$ cat src/rtl/ttt_pkg.sv
// shared types, constants and a helper function of the traffic target table
// no dependencies
`default_nettype none
package ttt_pkg;

  localparam int unsigned CAPACITY = 16;
  localparam int unsigned IDX_W    = $clog2(CAPACITY);
  localparam int unsigned CNT_W    = $clog2(CAPACITY + 1);
  localparam logic [23:0] ADDR_LOW_MASK = 24'hFF_FFFF;

  typedef enum logic [1:0] {
    OP_OBSERVE = 2'd0,
    OP_AGE_OUT = 2'd1,
    OP_ALARM   = 2'd2,
    OP_CLEAR   = 2'd3
  } op_e;

  typedef enum logic [2:0] {
    ST_UPDATED     = 3'd0,
    ST_KEPT_OLDER  = 3'd1,
    ST_INSERTED    = 3'd2,
    ST_OWN_SHIP    = 3'd3,
    ST_IMPLAUSIBLE = 3'd4,
    ST_FULL        = 3'd5,
    ST_OTHER_DONE  = 3'd6
  } status_e;

  typedef enum logic [1:0] {
    PL_PLAUSIBLE = 2'd0,
    PL_TOO_FAR   = 2'd1,
    PL_NO_REF    = 2'd2,
    PL_UNKNOWN   = 2'd3
  } plaus_e;

  typedef enum logic [1:0] {
    CFG_OWN_ADDR  = 2'd0,
    CFG_OWN_TABLE = 2'd1,
    CFG_HOLD      = 2'd2,
    CFG_MAX_AGE   = 2'd3
  } cfg_idx_e;

  typedef enum logic [2:0] {
    S_IDLE,
    S_SCAN,
    S_DECIDE,
    S_FINISH
  } state_e;

  // one table entry as held in the ram
  typedef struct packed {
    logic [7:0]  key_table;
    logic [31:0] key_addr;
    logic [31:0] time_s;
    logic [1:0]  rank;
    logic [30:0] slant;
  } entry_t;

  localparam int unsigned ENTRY_W = $bits(entry_t);

  // field order follows {tuser, tdata} from the top bit down
  typedef struct packed {
    op_e         op;
    logic        alarm_mark;
    logic [3:0]  slot;
    logic [30:0] slant_m;
    logic [1:0]  plausibility;
    logic [31:0] now_s;
    logic [31:0] obs_time_s;
    logic [1:0]  src_rank;
    logic [31:0] addr;
    logic [7:0]  tgt_table;
  } item_t;

  // findings of one pass over the table
  typedef struct packed {
    logic             match_found;
    logic [IDX_W-1:0] match_idx;
    logic [31:0]      match_time;
    logic [1:0]       match_rank;
    logic             best_found;
    logic [IDX_W-1:0] best_idx;
    logic [30:0]      best_slant;
    logic [1:0]       best_rank;
    logic [31:0]      best_age;
  } scan_t;

  // true when weight a matters less than weight b
  function automatic logic less_important(
    input logic [30:0] sa, input logic [1:0] ra, input logic [31:0] aa,
    input logic [30:0] sb, input logic [1:0] rb, input logic [31:0] ab);
    logic r;
    if (sa != sb) begin
      r = sa > sb;
    end else if (ra != rb) begin
      r = ra < rb;
    end else begin
      r = aa > ab;
    end
    return r;
  endfunction

endpackage
`default_nettype wire

$ cat src/rtl/ttt_ram.sv
// generic single write port ram with registered read
// no dependencies
`default_nettype none
module ttt_ram #(
  parameter int unsigned WIDTH = 8,
  parameter int unsigned DEPTH = 16
) (
  input  wire logic                     clk_i,
  input  wire logic                     we_i,
  input  wire logic [$clog2(DEPTH)-1:0] waddr_i,
  input  wire logic [WIDTH-1:0]         wdata_i,
  input  wire logic                     re_i,
  input  wire logic [$clog2(DEPTH)-1:0] raddr_i,
  output logic      [WIDTH-1:0]         rdata_o
);

  logic [WIDTH-1:0] mem_q [DEPTH];

  always_ff @(posedge clk_i) begin
    if (we_i) begin
      mem_q[waddr_i] <= wdata_i;
    end
    if (re_i) begin
      rdata_o <= mem_q[raddr_i];
    end
  end

endmodule
`default_nettype wire

$ cat src/rtl/ttt_scan.sv
// per-entry evaluation during a pass: key match, eviction candidate, expiry
// depends on ttt_pkg
`default_nettype none
module ttt_scan (
  input  wire logic                      clk_i,
  input  wire logic                      rst_ni,
  input  wire logic                      clear_i,
  input  wire logic                      vld_i,
  input  wire logic [ttt_pkg::IDX_W-1:0] idx_i,
  input  wire logic                      used_i,
  input  wire logic                      alarm_i,
  input  wire ttt_pkg::entry_t           entry_i,
  input  wire logic [7:0]                key_table_i,
  input  wire logic [31:0]               key_addr_i,
  input  wire logic [31:0]               now_i,
  input  wire logic [31:0]               max_age_i,
  output ttt_pkg::scan_t                 res_o,
  output logic                           expire_o
);

  ttt_pkg::scan_t res_d, res_q;
  logic [31:0] age;
  logic        hit;

  assign age = now_i - entry_i.time_s;
  assign hit = vld_i && used_i && (entry_i.key_addr == key_addr_i)
               && (entry_i.key_table == key_table_i);
  assign expire_o = vld_i && used_i && (age > max_age_i);

  always_comb begin
    res_d = res_q;
    if (clear_i) begin
      res_d.match_found = 1'b0;
      res_d.best_found  = 1'b0;
    end else if (vld_i) begin
      // first matching key wins
      if (hit && !res_q.match_found) begin
        res_d.match_found = 1'b1;
        res_d.match_idx   = idx_i;
        res_d.match_time  = entry_i.time_s;
        res_d.match_rank  = entry_i.rank;
      end
      // least important unmarked slot, earliest on ties
      if (used_i && !alarm_i && (!res_q.best_found ||
          ttt_pkg::less_important(entry_i.slant, entry_i.rank, age,
                                  res_q.best_slant, res_q.best_rank, res_q.best_age))) begin
        res_d.best_found = 1'b1;
        res_d.best_idx   = idx_i;
        res_d.best_slant = entry_i.slant;
        res_d.best_rank  = entry_i.rank;
        res_d.best_age   = age;
      end
    end
  end

  always_ff @(posedge clk_i or negedge rst_ni) begin
    if (!rst_ni) begin
      res_q <= '0;
    end else begin
      res_q <= res_d;
    end
  end

  assign res_o = res_q;

endmodule
`default_nettype wire

$ cat src/rtl/traffic_target_table_unit.sv
// traffic target table: observation, age-out, alarm and clear transactions
// order: observation and age-out first scan every slot, one ram read per slot,
//   then decide and finish; alarm and clear go straight to decide and finish
// flow: one transaction at a time; the next is taken the cycle after the
//   result is queued, and queuing waits while the output stream stalls
// reset: slot used and alarm marks and the refusal counter clear at once,
//   config goes to its defaults; ram contents are not cleared
`default_nettype none
module traffic_target_table_unit (
  input  wire logic          clk_i,
  input  wire logic          rst_ni,
  // slave stream
  input  wire logic          s_axis_tvalid,
  output logic               s_axis_tready,
  // tgt_table[7:0], addr[39:8], src_rank[41:40], obs_time_s[73:42],
  // now_s[105:74], plausibility[107:106], slant_m[138:108], slot[142:139],
  // alarm_mark[143]
  input  wire logic [143:0]  s_axis_tdata,
  // op[1:0]
  input  wire logic [1:0]    s_axis_tuser,
  // master stream
  output logic               m_axis_tvalid,
  input  wire logic          m_axis_tready,
  // slot_index[3:0], occupied[8:4], removed[13:9], implausible_count[45:14], zero[47:46]
  output logic [47:0]        m_axis_tdata,
  // status[2:0]
  output logic [2:0]         m_axis_tuser,
  // config write port
  input  wire logic          cfg_we_i,
  input  wire logic [1:0]    cfg_idx_i,
  input  wire logic [31:0]   cfg_wdata_i
);

  localparam int unsigned CAP   = ttt_pkg::CAPACITY;
  localparam int unsigned IDX_W = ttt_pkg::IDX_W;
  localparam int unsigned CNT_W = ttt_pkg::CNT_W;

  // config registers
  logic [23:0] own_addr_q;
  logic [7:0]  own_table_q;
  logic [15:0] hold_q;
  logic [31:0] max_age_q;

  always_ff @(posedge clk_i or negedge rst_ni) begin
    if (!rst_ni) begin
      own_addr_q  <= '0;
      own_table_q <= '0;
      hold_q      <= 16'd3;
      max_age_q   <= 32'd20;
    end else if (cfg_we_i) begin
      unique case (ttt_pkg::cfg_idx_e'(cfg_idx_i))
        ttt_pkg::CFG_OWN_ADDR:  own_addr_q  <= cfg_wdata_i[23:0];
        ttt_pkg::CFG_OWN_TABLE: own_table_q <= cfg_wdata_i[7:0];
        ttt_pkg::CFG_HOLD:      hold_q      <= cfg_wdata_i[15:0];
        ttt_pkg::CFG_MAX_AGE:   max_age_q   <= cfg_wdata_i;
        default: ;
      endcase
    end
  end

  // control state
  ttt_pkg::state_e  state_q, state_d;
  ttt_pkg::item_t   item_q, item_d;
  logic [CAP-1:0]   used_q, used_d;
  logic [CAP-1:0]   alarm_q, alarm_d;
  logic [31:0]      refusals_q, refusals_d;
  logic [CNT_W-1:0] cnt_q, cnt_d;
  logic             proc_vld_q, proc_vld_d;
  logic [IDX_W-1:0] proc_idx_q, proc_idx_d;
  logic [CNT_W-1:0] removed_q, removed_d;
  ttt_pkg::status_e status_q, status_d;
  logic [IDX_W-1:0] slot_res_q, slot_res_d;
  logic             out_vld_q, out_vld_d;
  logic [47:0]      out_data_q, out_data_d;
  logic [2:0]       out_user_q, out_user_d;

  // ram and scan wiring
  logic             ram_we, ram_re;
  logic [IDX_W-1:0] ram_waddr, ram_raddr;
  ttt_pkg::entry_t  ram_wdata, ram_rdata;
  ttt_pkg::scan_t   scan;
  logic             scan_clear, expire;

  localparam int unsigned ENTRY_W_L = ttt_pkg::ENTRY_W;
  logic [ENTRY_W_L-1:0] ram_rbits;

  ttt_ram #(
    .WIDTH (ENTRY_W_L),
    .DEPTH (CAP)
  ) u_ram (
    .clk_i   (clk_i),
    .we_i    (ram_we),
    .waddr_i (ram_waddr),
    .wdata_i (ram_wdata),
    .re_i    (ram_re),
    .raddr_i (ram_raddr),
    .rdata_o (ram_rbits)
  );

  assign ram_rdata = ttt_pkg::entry_t'(ram_rbits);

  ttt_scan u_scan (
    .clk_i       (clk_i),
    .rst_ni      (rst_ni),
    .clear_i     (scan_clear),
    .vld_i       (proc_vld_q),
    .idx_i       (proc_idx_q),
    .used_i      (used_q[proc_idx_q]),
    .alarm_i     (alarm_q[proc_idx_q]),
    .entry_i     (ram_rdata),
    .key_table_i (item_q.tgt_table),
    .key_addr_i  (item_q.addr),
    .now_i       (item_q.now_s),
    .max_age_i   (max_age_q),
    .res_o       (scan),
    .expire_o    (expire)
  );

  // decision helpers
  logic             own_ship, take_new, has_free, evict_ok;
  logic [IDX_W-1:0] free_idx;
  logic [31:0]      dt_new;
  logic [CNT_W-1:0] occ;

  always_comb begin
    has_free = 1'b0;
    free_idx = '0;
    for (int i = CAP - 1; i >= 0; i--) begin
      if (!used_q[i]) begin
        has_free = 1'b1;
        free_idx = IDX_W'(i);
      end
    end
    occ = '0;
    for (int i = 0; i < CAP; i++) begin
      occ = occ + CNT_W'(used_q[i]);
    end
  end

  assign own_ship = (own_addr_q != '0) && (item_q.tgt_table == own_table_q)
                    && ((item_q.addr[23:0] & ttt_pkg::ADDR_LOW_MASK) == own_addr_q);
  assign dt_new   = item_q.obs_time_s - scan.match_time;

  always_comb begin
    // a lower rank is held off shortly after a better one
    if (item_q.src_rank < scan.match_rank && item_q.obs_time_s >= scan.match_time
        && dt_new <= 32'(hold_q)) begin
      take_new = 1'b0;
    end else if (item_q.obs_time_s != scan.match_time) begin
      take_new = item_q.obs_time_s > scan.match_time;
    end else begin
      take_new = item_q.src_rank >= scan.match_rank;
    end
  end

  assign evict_ok = scan.best_found && ttt_pkg::less_important(
      scan.best_slant, scan.best_rank, scan.best_age,
      item_q.slant_m, item_q.src_rank, item_q.now_s - item_q.obs_time_s);

  assign s_axis_tready = (state_q == ttt_pkg::S_IDLE);

  // sequencer
  always_comb begin
    state_d    = state_q;
    item_d     = item_q;
    used_d     = used_q;
    alarm_d    = alarm_q;
    refusals_d = refusals_q;
    cnt_d      = cnt_q;
    proc_vld_d = 1'b0;
    proc_idx_d = proc_idx_q;
    removed_d  = removed_q;
    status_d   = status_q;
    slot_res_d = slot_res_q;
    out_vld_d  = out_vld_q && !m_axis_tready;
    out_data_d = out_data_q;
    out_user_d = out_user_q;
    ram_we     = 1'b0;
    ram_waddr  = '0;
    ram_wdata  = '0;
    ram_re     = 1'b0;
    ram_raddr  = cnt_q[IDX_W-1:0];
    scan_clear = 1'b0;

    unique case (state_q)
      ttt_pkg::S_IDLE: begin
        if (s_axis_tvalid) begin
          item_d = ttt_pkg::item_t'({s_axis_tuser, s_axis_tdata});
          // no own reference counts as zero range
          if (ttt_pkg::plaus_e'(s_axis_tdata[107:106]) == ttt_pkg::PL_NO_REF) begin
            item_d.slant_m = '0;
          end
          cnt_d      = '0;
          removed_d  = '0;
          scan_clear = 1'b1;
          if (ttt_pkg::op_e'(s_axis_tuser) == ttt_pkg::OP_OBSERVE
              || ttt_pkg::op_e'(s_axis_tuser) == ttt_pkg::OP_AGE_OUT) begin
            state_d = ttt_pkg::S_SCAN;
          end else begin
            state_d = ttt_pkg::S_DECIDE;
          end
        end
      end
      ttt_pkg::S_SCAN: begin
        // read one slot a cycle, data judged in the cycle after
        if (cnt_q < CNT_W'(CAP)) begin
          ram_re     = 1'b1;
          proc_vld_d = 1'b1;
          proc_idx_d = cnt_q[IDX_W-1:0];
          cnt_d      = cnt_q + 1'b1;
        end else if (!proc_vld_q) begin
          state_d = ttt_pkg::S_DECIDE;
        end
        if (expire && item_q.op == ttt_pkg::OP_AGE_OUT) begin
          used_d[proc_idx_q]  = 1'b0;
          alarm_d[proc_idx_q] = 1'b0;
          removed_d           = removed_q + 1'b1;
        end
      end
      ttt_pkg::S_DECIDE: begin
        status_d   = ttt_pkg::ST_OTHER_DONE;
        slot_res_d = '0;
        ram_wdata  = '{key_table: item_q.tgt_table, key_addr: item_q.addr,
                       time_s: item_q.obs_time_s, rank: item_q.src_rank,
                       slant: item_q.slant_m};
        unique case (item_q.op)
          ttt_pkg::OP_OBSERVE: begin
            if (own_ship) begin
              status_d = ttt_pkg::ST_OWN_SHIP;
            end else if (ttt_pkg::plaus_e'(item_q.plausibility) == ttt_pkg::PL_TOO_FAR) begin
              status_d   = ttt_pkg::ST_IMPLAUSIBLE;
              refusals_d = refusals_q + 1'b1;
            end else if (scan.match_found) begin
              slot_res_d = scan.match_idx;
              if (take_new) begin
                status_d  = ttt_pkg::ST_UPDATED;
                ram_we    = 1'b1;
                ram_waddr = scan.match_idx;
              end else begin
                status_d = ttt_pkg::ST_KEPT_OLDER;
              end
            end else if (has_free || evict_ok) begin
              status_d           = ttt_pkg::ST_INSERTED;
              slot_res_d         = has_free ? free_idx : scan.best_idx;
              ram_we             = 1'b1;
              ram_waddr          = slot_res_d;
              used_d[slot_res_d] = 1'b1;
              alarm_d[slot_res_d] = 1'b0;
            end else begin
              status_d = ttt_pkg::ST_FULL;
            end
          end
          ttt_pkg::OP_AGE_OUT: ;
          ttt_pkg::OP_ALARM: begin
            if (32'(item_q.slot) < 32'(CAP)) begin
              alarm_d[IDX_W'(item_q.slot)] = item_q.alarm_mark;
            end
          end
          ttt_pkg::OP_CLEAR: begin
            used_d  = '0;
            alarm_d = '0;
          end
          default: ;
        endcase
        state_d = ttt_pkg::S_FINISH;
      end
      ttt_pkg::S_FINISH: begin
        // result register takes the transaction when free
        if (!out_vld_q || m_axis_tready) begin
          out_vld_d  = 1'b1;
          out_user_d = status_q;
          out_data_d = {2'b00, refusals_q, 5'(removed_q), 5'(occ), 4'(slot_res_q)};
          state_d    = ttt_pkg::S_IDLE;
        end
      end
      default: state_d = ttt_pkg::S_IDLE;
    endcase
  end

  always_ff @(posedge clk_i or negedge rst_ni) begin
    if (!rst_ni) begin
      state_q    <= ttt_pkg::S_IDLE;
      used_q     <= '0;
      alarm_q    <= '0;
      refusals_q <= '0;
      cnt_q      <= '0;
      proc_vld_q <= 1'b0;
      removed_q  <= '0;
      out_vld_q  <= 1'b0;
    end else begin
      state_q    <= state_d;
      used_q     <= used_d;
      alarm_q    <= alarm_d;
      refusals_q <= refusals_d;
      cnt_q      <= cnt_d;
      proc_vld_q <= proc_vld_d;
      removed_q  <= removed_d;
      out_vld_q  <= out_vld_d;
    end
  end

  always_ff @(posedge clk_i) begin
    item_q     <= item_d;
    proc_idx_q <= proc_idx_d;
    status_q   <= status_d;
    slot_res_q <= slot_res_d;
    out_data_q <= out_data_d;
    out_user_q <= out_user_d;
  end

  assign m_axis_tvalid = out_vld_q;
  assign m_axis_tdata  = out_data_q;
  assign m_axis_tuser  = out_user_q;

endmodule
`default_nettype wire
$ cat config.mk
export PLATFORM = sky130hd
export DESIGN_NAME = traffic_target_table_unit
export DESIGN_NICKNAME = d
export VERILOG_FILES = /design/src/rtl/ttt_pkg.sv /design/src/rtl/ttt_ram.sv /design/src/rtl/ttt_scan.sv /design/src/rtl/traffic_target_table_unit.sv
export SDC_FILE = /design/constraint.sdc
export NUM_CORES = 2
export LEC_CHECK = 0
export BUFFER_PORTS_ARGS = -buffer_cell sky130_fd_sc_hd__buf_2
export CAP_MARGIN = 20
export CORE_ASPECT_RATIO = 1.5
export CORE_MARGIN = 2
export CORE_UTILIZATION = 50
export DETAILED_ROUTE_END_ITERATION = 12
export GPL_ROUTABILITY_DRIVEN = 0
export HOLD_SLACK_MARGIN = 0.12
export PLACE_DENSITY = 0.72
export SLEW_MARGIN = 25
export SYNTH_ARGS = -nofsm -noshare
export SYNTH_HDL_FRONTEND = slang
export SYNTH_SLANG_ARGS = --single-unit
$ cat constraint.sdc
create_clock -name clk_i -period 44.2 [get_ports clk_i]
set_input_delay 4.42 -clock clk_i [delete_from_list [all_inputs] [get_ports clk_i]]
set_output_delay 4.42 -clock clk_i [all_outputs]
set_load 0.02 [all_outputs]
* Word-level counts from Yosys, hierarchy flattened
Memories as Yosys holds them, arrays and structs flattened. A register that Yosys moved wholly into a read port is not among the register bits.
Cells that the tools add are included.
** Word-level totals
- Register bits :: 474
- RAM bits :: 1680
- Input bits :: 185
- Output and inout bits :: 53
- Word-level logic and storage cells :: 286
- Memories kept :: 1
** Operators by class
- Add/sub/neg operators :: 21
- Order comparisons :: 19
- Equality and inequality tests :: 33
- Mux-type cells :: 111
- Bitwise logic cells :: 9
- Reduce and logical (&&, ||, !) cells :: 55
** Memories
- u_ram.mem_q :: depth 16, width 105, rd ports 1, clocked after Yosys merged registers in 1, wr ports 1, RTL line ttt_ram.sv:17 : logic [WIDTH-1:0] mem_q [DEPTH];
** Operator list (count)
- $mux 16 :: 10
- $gt 32x32->1 :: 4
- $mux 109 :: 1
- $mux 105 :: 1
- $mux 4 :: 25
- $pmux 16 s2 :: 3
- $sub 32x32->32 :: 3
- $mux 70 :: 1
- $gt 31x31->1 :: 2
- $ne 31x31->1 :: 2
- $add 5x1->5 :: 11
- $and 16x16->16 :: 3
- $pmux 16 s3 :: 1
- $mux 1 :: 47
- $mux 39 :: 1
- $add 32x1->32 const B :: 1
- $eq 32x32->1 :: 1
- $ge 32x32->1 :: 1
- $le 32x16->1 :: 1
- $ne 32x32->1 :: 1
- $not 16->16 :: 2
- $eq 24x24->1 :: 1
- $mux 3 :: 8
- $reduce_bool 24->1 :: 1
- other kinds (41) :: 116

* Logic depth before layout (Yosys ltp)
- Depth in word-level cells :: 29
- Gate-level depth with buffers :: 28
- Depth with buffers taken out :: 27

* Cells and area by module
From an unflattened synthesis, not the netlist that was laid out.
** Unflattened totals
- Cell total of the unflattened synthesis :: 5663
- Area total of the unflattened synthesis :: 96247.3 sq um
** By module, submodules not included
- ttt_ram :: instances 1, cells each 2688, area each 65983.3 sq um, seq. area each 53601.4 sq um
- traffic_target_table_unit :: instances 1, cells each 2006, area each 21431.8 sq um, seq. area each 10144.7 sq um
- ttt_scan :: instances 1, cells each 969, area each 8832.2 sq um, seq. area each 2727.6 sq um

* Least setup slack after synthesis
Ideal clock, no wire load.
- Kind :: reg2reg
- From :: register item_q[74] (netlist name)
- To :: memory u_ram.mem_q[13][0] (netlist name), enable pin
- Setup time :: 1128 ps
- Arrival time :: 20961 ps
- Data required time :: 43072 ps
- Path slack :: 22111 ps
- Stages on the path, launching flop included :: 27
- Buffers on the path :: 1
- Period minus slack after synthesis :: 22089 ps
- Cells stage by stage :: edfxtp_1 inv_1 ha_1 inv_1 fa_1 a211o_1 o211ai_1 a21oi_1 o21ai_0 o21ai_0 o31a_1 o21ai_0 a21boi_0 o21ai_0 nand2b_1 xnor2_1 ha_1 nand3_1 nor4_1 nand2_1 o2111a_1 nor3_1 and2_1 clkbuf_2 and3_1 o221ai_1 a2111oi_0
** On the way
- Cells in the longest elaborated chain, start to end :: 14
- Elaborated cells between the ends (all ways) :: 20
- Classes of those cells :: add/sub: 1; order compare: 1; mux: 16; reduce/logical: 2
** Ends and longest elaborated chain
- start, declared :: RTL line traffic_target_table_unit.sv:63 : ttt_pkg::item_t item_q, item_d;
- start signal, assigned :: RTL line traffic_target_table_unit.sv:303 : item_q <= item_d;
- $sub 32x32->32 (*) :: RTL line traffic_target_table_unit.sv:158 : item_q.slant_m, item_q.src_rank, item_q.now_s - item_q.obs_time_s);
- $gt 32x32->1 (*) :: RTL line ttt_pkg.sv:97 : r = aa > ab;
- $mux 1 (*) :: RTL line ttt_pkg.sv:94 : end else if (ra != rb) begin
- $mux 1 (*) :: RTL line ttt_pkg.sv:92 : if (sa != sb) begin
- $logic_and 1x1->1 (*) :: RTL line traffic_target_table_unit.sv:156 : assign evict_ok = scan.best_found && ttt_pkg::less_important(
- $logic_or 1x1->1 (*) :: RTL line traffic_target_table_unit.sv:242 : end else if (has_free || evict_ok) begin
- $mux 1 :: RTL line traffic_target_table_unit.sv:242
- $mux 1 :: RTL line traffic_target_table_unit.sv:233 : end else if (scan.match_found) begin
- $mux 1 :: RTL line traffic_target_table_unit.sv:230 : end else if (ttt_pkg::plaus_e'(item_q.plausibility) == ttt_pkg::PL_TOO_FAR) begin
- $mux 1 :: RTL line traffic_target_table_unit.sv:228 : if (own_ship) begin
- $mux 1 :: RTL line traffic_target_table_unit.sv:226 : unique case (item_q.op)
- $mux 1 :: RTL line traffic_target_table_unit.sv:185 : unique case (state_q)
- $mux 1 :: RTL line ttt_ram.sv:20 : if (we_i) begin
- $mux 1 (implied by the code) :: RTL line ttt_ram.sv:21 : mem_q[waddr_i] <= wdata_i;
- end, declared :: RTL line ttt_ram.sv:17
Every way passes the cells marked *; elsewhere a longest branch is shown, timed or not.

* Worst setup path after layout
- From :: register item_q[74] (netlist name)
- To :: memory u_ram.mem_q[3][100] (netlist name), enable pin
The elaborated chain is that of the path after synthesis.

==> results.sh <==
export IMPL_ys_flop_type="edfxtp_1"
export IMPL_rr_worst_depth=29
export IMPL_cts_hold_buf=0
export IMPL_finalSetupViolCount=0
export IMPL_slew_violations=0
export IMPL_critPathTopFamily="compound AO/OA/AOI/OAI gates"
export IMPL_io_pin_count=238
export IMPL_synth_adder_area_share_pct=4.07
export IMPL_status="complete, no violations"
export IMPL_drt_first_pass_iters=5
export IMPL_synth_async_reset_ratio_pct=11.8
export IMPL_avgSynthCellArea_um2=18.0
export IMPL_synth_top_cells_by_count="edfxtp_1 (1991), mux4_2 (535), ha_1 (291), inv_1 (291), dfrtp_1 (263)"
export IMPL_cts_max_level=4
export IMPL_synth_seq_area_share_pct=69.4
export IMPL_cap_violations=0
export IMPL_hold_viol=0
export IMPL_crit_end="u_ram.mem_q[3][100]"
export IMPL_hpwl_um=141000
export IMPL_path_depth=29
export IMPL_core_area_um2=190000
export IMPL_r2r_start="item_q[74]"
export IMPL_dieArea_um2=195000
export IMPL_crit_required_ns=44.66
export IMPL_crit_path_max_fanout=47
export IMPL_clock_latency_ns=0.89
export IMPL_synth_edff_count=1991
export IMPL_synthDistinctLibCells=84
export IMPL_cp_data_arrival_time_ns=9.64
export IMPL_die_w_um=361
export IMPL_clockBufferDepth=4
export IMPL_die_y_um=540
export IMPL_num_vias=51100
export IMPL_synthXorXnorAreaFrac_pct=1.67
export IMPL_ys_ff_latch=2258
export IMPL_wl_per_cell_um=28.3
export IMPL_yosys_top_cells_area="edfxtp_1 (62%), mux4_2 (13%), dfrtp_1 (6.9%)"
export IMPL_antenna_found_initial=15
export IMPL_synth_top_cell_area_share_pct=62.4
export IMPL_initial_utilization_pct=50.4
export IMPL_cts_inserted_buffers=211
export IMPL_relSlewSlack_pct=24.6
export IMPL_period_minus_slack_ns=9.18
export IMPL_path_buf_inv=5
export IMPL_first_iter_violations=5747
export IMPL_cts_resized=0
export IMPL_finalSetupTns_ns=0
export IMPL_max_freq_mhz=109
export IMPL_grt_max_degree=152
export IMPL_drive_gt1_share_pct=23.5
export IMPL_synth_compound_area_share_pct=4.17
export IMPL_worstSetupPathType="reg -> reg"
export IMPL_r2r_end="u_ram.mem_q[3][100]"
export IMPL_power_density_nw_per_um2=59.7
export IMPL_cp_end_kind="flip-flop"
export IMPL_crit_start="item_q[74]"
export IMPL_worst_pin_slew_ns=1.12
export IMPL_syn_area_um2=95800
export IMPL_clk_pin_slew_worst_paths_ns=0.06
export IMPL_rows=196
export IMPL_synth_top_family_by_area="multiplexers"
export IMPL_ys_warn_count=0
export IMPL_synthToLayoutAreaGrowth_pct=11.9
export IMPL_io_buffers=235
export IMPL_ant_nets=0
export IMPL_yosysMostFrequentCell="edfxtp_1"
export IMPL_num_nets_final=6127
export IMPL_yosysTopAreaCell="edfxtp_1"
export IMPL_grt_pass1_vias=52000
export IMPL_synthCells=5331
export IMPL_cts_sinks=2258
export IMPL_worst_path_largest_cell_delay_ns=0.89
export IMPL_fin_crit_sh_pct=20.8
export IMPL_cp_common_cell="o21ai_0"
export IMPL_synth_mux_area_share_pct=14.5
export IMPL_rsz0062_at_grt="false"
export IMPL_crit_path_top_delay_cell="buf_4"
export IMPL_overflow=0
export IMPL_yosys_area_share_simple_pct=4.30
export IMPL_critPathLaunchType="flip-flop"
export IMPL_track_usage_pct=24.0
export IMPL_wl_um=235000
export IMPL_n_fill_cell=14200
export IMPL_postCtsSetupRepairBufs=0
export IMPL_tritoncts="built"
export IMPL_whs_ns=0.423
export IMPL_vias_per_cell=6.17
export IMPL_leakagePower_nw=37.2
export IMPL_drc=0
export IMPL_min_path_type="reg -> reg"
export IMPL_skew_ns=0.0941
export IMPL_reg2reg_setup_slack_ns=35.02
export IMPL_peakVddDrop_mv=0.0527
export IMPL_root_buffer="clkbuf_16"
export IMPL_grt_pass1_wl_um=345000
[registers in the layout, summed over array words and instances (netlist names), 24 cells and up]
signal	count
item_q	146
m_axis_tdata	46
max_age_q	32
own_addr_q	24
refusals_q	32
u_ram.mem_q	1680
u_ram.rdata_o	105
u_scan.res_o	109
[area by class of cell]
cell class              instances  area (um^2)  share of cell area [%]
flip-flops and latches       2258        66500                    62.0
multi-input cells            2585        27700                    25.8
well taps                    2475         3100                    2.89
repair buffers                291         1840                    1.72
clock buffers                 245         5440                    5.07
diodes                          7         17.5                  0.0163
clock inverters               134         1560                    1.45
inverters                     291         1100                    1.02
[logic make-up after synthesis]
family / count (synthesis)
fa+ha+maj: 304
other cells: 1
flops: 2258
compound gates: 621
mux: 697
simple gates: 778
buf+inv: 489
xor+xnor: 183
[placed cells by master (no fill, tap or decap), drive strengths merged, types with 19 or more instances in the layout]
cell	instances
dfrtp	263
clkbuf	245
edfxtp	1991
xnor2	77
nor4	34
and3	23
mux2	155
nand2	159
o21a	35
a21o	75
and2	153
mux4	535
ha	291
xor2	106
nand4	62
bufinv	30
nor2b	43
inv	306
buf	291
clkinv	71
nand2b	38
nor2	121
a211oi	19
nor3	36
nand3	55
a21oi	183
o211ai	25
o21ai	146
[how the worst min path moves through the flow]
| stage | cells past startpoint | end | slack [ns] | startpoint |
|---|---|---|---|---|
| floorplan | 0 | m_axis_tdata[0] | 0.40 | slot_res_q[0] |
| global placement | 0 | m_axis_tdata[0] | 0.41 | slot_res_q[0] |
| detailed placement | 0 | m_axis_tdata[0] | 0.41 | slot_res_q[0] |
| CTS | 0 | m_axis_tdata[0] | 0.42 | slot_res_q[0] |
| global route | 0 | m_axis_tdata[2] | 0.43 | slot_res_q[2] |
| finish | 0 | m_axis_tdata[0] | 0.42 | slot_res_q[0] |
[metal layers]
metal / vias to the layer above / global-route usage [%] / part of all wire [%]
met1: 26600 / 32.0 / 39
li1: 21700 / - / -
met4: 6 / 8.48 / 3.5
met2: 2352 / 40.3 / 50
met5: - / 0 / 0.014
met3: 386 / 3.58 / 7.7
[power by group]
group	switching, mW	total, mW	internal (mW)
Clock	0.798	1.86	1.06
Combinational	1.02	1.78	0.760
Sequential	0.132	2.76	2.63
Total	1.95	6.40	4.45
[per-stage QoR]
step	setup WS, ns	util [%]	instances	total power, mW	cell area [um^2]
finish	35.02	56.4	8286	6.40	107000
global route	34.37	56.3	8280	6.67	107000
CTS	35.01	56.3	8277	6.44	107000
detailed placement	35.09	52.6	7898	4.59	100000
global placement	34.78	52.6	7898	4.55	100000
floorplan	22.11	-	5332	4.03	95800
No activity file was read; power rests on OpenSTA's default activity.
